--- config.mk ---
export PLATFORM = sky130hd
export DESIGN_NAME = scc_div
export DESIGN_NICKNAME = d
export VERILOG_FILES = /design/src/sv/scc_div.sv
export SDC_FILE = /design/constraint.sdc
export NUM_CORES = 2
export LEC_CHECK = 0
export BUFFER_PORTS_ARGS = -buffer_cell sky130_fd_sc_hd__buf_2
export CAP_MARGIN = 10
export CORE_MARGIN = 4
export CORE_UTILIZATION = 60
export CTS_CLUSTER_SIZE = 12
export DETAILED_ROUTE_END_ITERATION = 12
export PLACE_DENSITY_LB_ADDON = 0.08
export SYNTH_ARGS = -nofsm -noshare
export SYNTH_HDL_FRONTEND = slang
export SYNTH_SLANG_ARGS = --single-unit
--- constraint.sdc ---
create_clock -name clk -period 10.4 [get_ports clk]
set_clock_uncertainty 0.1 [all_clocks]
set_input_delay 0.52 -clock clk [delete_from_list [all_inputs] [get_ports clk]]
set_output_delay 0.52 -clock clk [all_outputs]
set_load 0.02 [all_outputs]
--- src/sv/scc_div.sv ---
// pipelined restoring divider, one quotient bit per register stage
// no package dependencies; used by scc_push and segment_circle_collision
module scc_div #(
  parameter int STEPS  = 17,
  parameter int DEN_W  = 33,
  parameter int SIDE_W = 1
) (
  input  logic              clk,
  input  logic              rst,
  input  logic              en,
  input  logic              in_valid,
  input  logic [DEN_W-1:0]  rem0,
  input  logic [STEPS-1:0]  low,
  input  logic [DEN_W-1:0]  den,
  input  logic [SIDE_W-1:0] side_in,
  output logic              out_valid,
  output logic [STEPS-1:0]  quo,
  output logic [SIDE_W-1:0] side_out
);

  logic [DEN_W-1:0]  rem_q  [STEPS];
  logic [STEPS-1:0]  low_q  [STEPS];
  logic [STEPS-1:0]  quo_q  [STEPS];
  logic [DEN_W-1:0]  den_q  [STEPS];
  logic [SIDE_W-1:0] side_q [STEPS];
  logic              vld_q  [STEPS];

  genvar j;
  for (j = 0; j < STEPS; j++) begin : g_step
    logic [DEN_W-1:0]  rem_p;
    logic [DEN_W-1:0]  den_p;
    logic [STEPS-1:0]  low_p;
    logic [STEPS-1:0]  quo_p;
    logic [SIDE_W-1:0] side_p;
    logic              vld_p;
    logic [DEN_W:0]    trial;
    logic              ge;

    // stage input: module ports or the previous stage
    if (j == 0) begin : g_first
      assign rem_p  = rem0;
      assign den_p  = den;
      assign low_p  = low;
      assign quo_p  = '0;
      assign side_p = side_in;
      assign vld_p  = in_valid;
    end else begin : g_next
      assign rem_p  = rem_q[j-1];
      assign den_p  = den_q[j-1];
      assign low_p  = low_q[j-1];
      assign quo_p  = quo_q[j-1];
      assign side_p = side_q[j-1];
      assign vld_p  = vld_q[j-1];
    end

    // bring in the next numerator bit and try the subtraction
    assign trial = {rem_p, low_p[STEPS-1]};
    assign ge    = trial >= {1'b0, den_p};

    always_ff @(posedge clk) begin
      if (rst) begin
        vld_q[j] <= 1'b0;
      end else if (en) begin
        vld_q[j] <= vld_p;
      end
    end

    always_ff @(posedge clk) begin
      if (en) begin
        rem_q[j]  <= ge ? DEN_W'(trial - {1'b0, den_p}) : trial[DEN_W-1:0];
        low_q[j]  <= low_p << 1;
        quo_q[j]  <= {quo_p[STEPS-2:0], ge};
        den_q[j]  <= den_p;
        side_q[j] <= side_p;
      end
    end
  end

  assign out_valid = vld_q[STEPS-1];
  assign quo       = quo_q[STEPS-1];
  assign side_out  = side_q[STEPS-1];

endmodule

* Yosys cells after proc, flatten, opt, wreduce, memory -nomap -nowiden
Memories as Yosys holds them, arrays and structs flattened.
Index checks and enable logic that the tools add are counted.
** Word-level totals
- Register bits :: 0
- Bits in writable memories :: 1717
- Input port bits :: 88
- Output and inout port bits :: 19
- Memories :: 6
** Memory list
- den_q :: words 17, bits a word 33, rd ports 16, clocked after Yosys merged registers in 0, wr ports 17, line 24 : logic [DEN_W-1:0] den_q [STEPS];
- rem_q :: words 17, bits a word 33, rd ports 16, clocked after Yosys merged registers in 0, wr ports 17, line 21 : logic [DEN_W-1:0] rem_q [STEPS];
- quo_q :: words 17, bits a word 17, rd ports 17, clocked after Yosys merged registers in 0, wr ports 17, line 23 : logic [STEPS-1:0] quo_q [STEPS];
- low_q :: words 17, bits a word 16, rd ports 16, clocked after Yosys merged registers in 0, wr ports 17, line 22 : logic [STEPS-1:0] low_q [STEPS];
- side_q :: words 17, bits a word 1, rd ports 17, clocked after Yosys merged registers in 0, wr ports 17, line 25 : logic [SIDE_W-1:0] side_q [STEPS];
- vld_q :: words 17, bits a word 1, rd ports 17, clocked after Yosys merged registers in 0, wr ports 17, line 26 : logic vld_q [STEPS];
** Cells by class
- Add/sub/neg operators :: 17
- Magnitude comparators :: 17
- Multiplexer cells :: 40
- Bitwise logic cells :: 17
** Operators with widths (number)
- >= comparator 34 x 33 -> 1 bit :: 17
- 2-to-1 mux 33 bit :: 17
- subtractor 33 bit :: 17
- 2-to-1 mux 1 bit :: 23
- OR 1 bit :: 17

* Logic depth before layout (Yosys ltp)
- Depth after elaboration :: 4
- Gate-level depth with buffers :: 16
- Depth with buffers taken out :: 14

* Least setup slack after synthesis
No wires, ideal clock.
- Kind :: in2reg
- Start point :: input low[16]
- End point :: memory rem_q[0][10] (data pin)
- Library setup time :: 260 ps
- Arrival time :: 3226 ps
- Required time :: 10040 ps
- Path slack :: 6814 ps
- Cell stages on the path :: 14
- Path buffers :: 1
- Cell sequence :: inv_1 ha_1 inv_1 fa_1 a21oi_1 o22ai_1 o41a_1 a21bo_2 a21boi_0 o211ai_1 nand3_1 nand3_2 buf_1 mux2_2
** RTL lines
- from (decl) :: line 13 : input logic [STEPS-1:0] low,
- to (decl) :: line 21

==> run summary <==
The count of clock tree sinks came out at 1379. The number of instances in the synthesized netlist is 6888. The analysis attributes to net switching a power of 9900 uW. The critical path's largest stage delay is 0.66 ns.

The sequential element share of the synthesized area is 0.534. Once routing completed, OpenROAD measured the worst setup slack at 5.52 ns. The final max-slew violation count is 0. The setup TNS came out at 0 ns. The initial antenna violation count came out at 0. The clock input transition at the sequential cells of the worst setup and hold paths is 0.06 ns. The number of violations of the max-capacitance limit came out at 0. The internal portion of the total power is 16300 uW. The register bit total from synthesis is 1379. The areal power density over the cells is 306 nW/um^2. Counting flops with an async set or reset pin after synthesis yields a share of 0. The total leakage power is 0.0349 uW. The detailed-route via count is 52400. The netlist area before placement came out at 77500 um^2. The site row count came out at 131.

The post-CTS setup-driven buffer insertion count came out at 0. The total number of H-tree levels is 4. The count of flip-flops with a built-in enable after synthesis came out at 1379. The fraction of final layout cells with drive strength greater than 1 is 0.0862. The initial core utilization is 0.606. The period utilization came out at 0.469. In this run the standard cell core region covers 128000 um^2. The path class of the tightest hold or removal check is primary input to register. The synthesized net count came out at 7553. At the end of routability-driven placement, the weighted congestion stood at 0.999. Static timing analysis puts the maximum clock frequency at 205 MHz. Setup repair after global routing left no endpoint under its margin.

The total of endpoints with negative setup slack in the final report is 0. In the synthesized netlist, the cells that appear most often are sky130_fd_sc_hd__edfxtp_1 (1379), sky130_fd_sc_hd__inv_1 (723), sky130_fd_sc_hd__a21oi_1 (612). For this run, the leading register cell type out of synthesis is sky130_fd_sc_hd__edfxtp_1. The detailed-routing iteration count for the pre-antenna-repair pass came out at 5.

The maximum number of pins on one net before global-route repair is 168. The part of the total power dissipated in combinational logic is 0.465. The number of standard cells in the final layout excluding fillers came out at 8924. The critical path is of the register to register type. The average vias per placed instance came out at 5.87.

The biggest area contributor in the post-synthesis netlist is sky130_fd_sc_hd__edfxtp_1. STA classifies the critical path startpoint as a register. Of the total power, the share spent switching nets is 0.378.

The run finished with clean final reports. Among the stages of the critical path, the cell type that occurs most often is sky130_fd_sc_hd__inv_1. The remaining global-route overflow is 0.

Ranked by total cell area, the synthesized netlist is headed by sky130_fd_sc_hd__edfxtp_1 (53%), sky130_fd_sc_hd__ha_1 (9.1%), sky130_fd_sc_hd__a21oi_1 (4.0%). The sequential cell fraction of total power came out at 0.341. The worst-case clock buffer depth is 3.

The synthesized area divided by synthesized cell count is 11.3 um^2. Clock tree synthesis selected as its root buffer the cell sky130_fd_sc_hd__clkbuf_16. The number of buffer cells added on primary ports is 106. The die covers 135000 um^2. The worst-case IR drop observed on VDD is 200 uV.

The worst path in the final design needs a cycle of 4.88 ns, including I/O delays and setup. The total chip power is 26200 uW. The mean routed wirelength per cell is 18.9 um. At the pin with the least slew margin, the transition time is 1.19 ns.

The total half-perimeter wirelength after legalization and detailed placement came out at 127000 um. Once detail routing completed, the nets flagged for antenna violations numbered 0. The worst setup slack before clock tree synthesis is 5.45 ns. The most frequently used cell type in the post-synthesis netlist is sky130_fd_sc_hd__edfxtp_1. The arrival time reported for the critical path endpoint is 5.29 ns. The starting DRC count in detailed routing came out at 3026. The maximum fanout along the worst path is 20. The number of nets in the finished design came out at 7754. The count of yosys warnings during synthesis is 0. The critical-path cell with the highest stage delay is sky130_fd_sc_hd__or2_1. Measured against its own limit, the worst slew margin works out to 0.203. Clock latency on the worst-skew pair, taken at its later pin, is 0.78 ns. Synthesis instantiated 97 different standard cells from the library. The number of design rule violations left after detail routing came out at 0. The via count of the first global-routing pass was 53900. The final core utilization is 0.668. The top-level I/O count came out at 107. The data required time at the worst endpoint came out at 10.81 ns.

Measured along the y axis, the die boundary spans 367 um. The clock tree from TritonCTS is done. STA classifies the critical path endpoint as a register. The total clock buffers created by CTS came out at 154.

The chip width came out at 367 um. The cell count after placement came out at 8578. The area growth from synthesis to layout is 10.2%. The area occupied by registers came out at 41400 um^2. The final-report hold violation count came to 0.

The number of fill cells in the layout came out at 9358. The total global-route track usage is 0.249. The reg2reg setup slack is 5.52 ns. The area of combinational cells with multiple inputs came out at 32800 um^2.

The fraction of post-synthesis cell area in the top cell type by area came out at 0.534. The share of total power dissipated in the clock network is 0.194. The first-pass GRT wire length came out at 270000 um. The critical path goes through inv_1, ha_1, inv_1, fa_1, a21o_1, a21oi_1, o21ai_0, nor3b_1, o21ai_1, nand4_1, a31oi_2, buf_4, or2_1, inv_2, mux2_2. Wires add up to 168000 um.
[flip-flops by register name (all words and copies together), names as in the netlist]
register	count
vld_q	17
rem_q	528
den_q	528
quo_q	153
low_q	136
side_q	17
[worst max-delay path, delay by kind of cell, from the launching register on]
kind | cells | cell delay (ns)
AND/OR/NAND/NOR | 3 | 1.17
adder cells (fa/ha/maj) | 2 | 0.56
multiplexers | 1 | 0.39
buffers and inverters | 4 | 0.79
flip-flops | 1 | 0.37
AO/OA/AOI/OAI | 5 | 1.21
[what timing repair did]
| action | 4_1_cts | 5_1_grt |
|---|---|---|
| gates resized for setup | 0 | 0 |
| setup endpoints to repair | 0 | 0 |
| hold buffers | 84 | 0 |
| endpoints found under the hold margin | 84 | 0 |
[layout make-up]
| class | count | share of cell area |
|---|---|---|
| Tap cell | 1729 | 0.0253 |
| Timing Repair Buffer | 222 | 0.0198 |
| Clock inverter | 75 | 0.00884 |
| Clock buffer | 186 | 0.0465 |
| Multi-Input combinational cell | 4606 | 0.383 |
| Inverter | 726 | 0.0319 |
| Sequential cell | 1379 | 0.484 |
| Antenna cell | 1 | 0.0000293 |
[metrics by stage]
stage	hold slack [ns]	area, um^2
floorplan	0.300	77500
global placement	0.300	79900
detailed placement	0.305	79900
CTS	0.161	85500
global route	0.183	85500
finish	0.147	85500
[power by group through the flow]
stage	clock network (uW)	registers, uW	logic, uW
6_report	5080	8920	12200
5_1_grt	5460	9060	13500
4_1_cts	5200	8920	12100
3_5_place_dp	0	9010	12000
3_3_place_gp	0	9000	11700
2_1_floorplan	0	8730	9360
[metal layers]
metal | vias up | GRT usage | part of all wire
li1 | 25800 | - | -
met2 | 1194 | 0.502 | 0.56
met4 | 0 | 0.158 | 0.068
met5 | - | 0 | 0
met3 | 517 | 0.0304 | 0.028
met1 | 24900 | 0.230 | 0.34
[cell families (layout without fill, tap and decap cells)]
group / count (synthesis) / in the layout / synth area share
compound gates: 1893 / 1893 / 0.155
simple gates: 1484 / 1484 / 0.0907
flops: 1379 / 1379 / 0.534
buf+inv: 903 / 1209 / 0.0446
fa+ha+maj: 577 / 577 / 0.0947
xor+xnor: 427 / 427 / 0.0482
mux: 225 / 225 / 0.0324
other cells: 0 / 1 / 0
[placed cells by master, fill, tap and decap left out, drive strengths merged, types with 21 or more instances in the layout]
master and count:
dlygate4sd3 84, and3 54, o31ai 45, a21oi 616, nor2 448, o21ai 385
a31oi 71, nand2 404, nor3 81, clkinv 59, mux2 208, a21boi 23
o211ai 42, nand2b 64, a211o 21, nand4 95, ha 561, nor4 21
buf 138, xor2 165, or3 28, nand3 114, nor2b 60, a211oi 56
clkbuf 186, xnor2 262, and2 49, o21bai 74, o21a 72, edfxtp 1379
inv 732, a21o 284
[final timing paths]
| kind | startpoint | end | cells after the start |
|---|---|---|---|
| setup / recovery | low_q[0][175] | rem_q[0][390] | 15 |
| hold / removal | en | quo_q[7][6] | 1 |
| setup reg to reg | low_q[0][175] | rem_q[0][390] | 15 |
| hold reg to reg | quo_q[5][4] | quo_q[6][5] | 0 |
(Power assumes the default switching activity.)
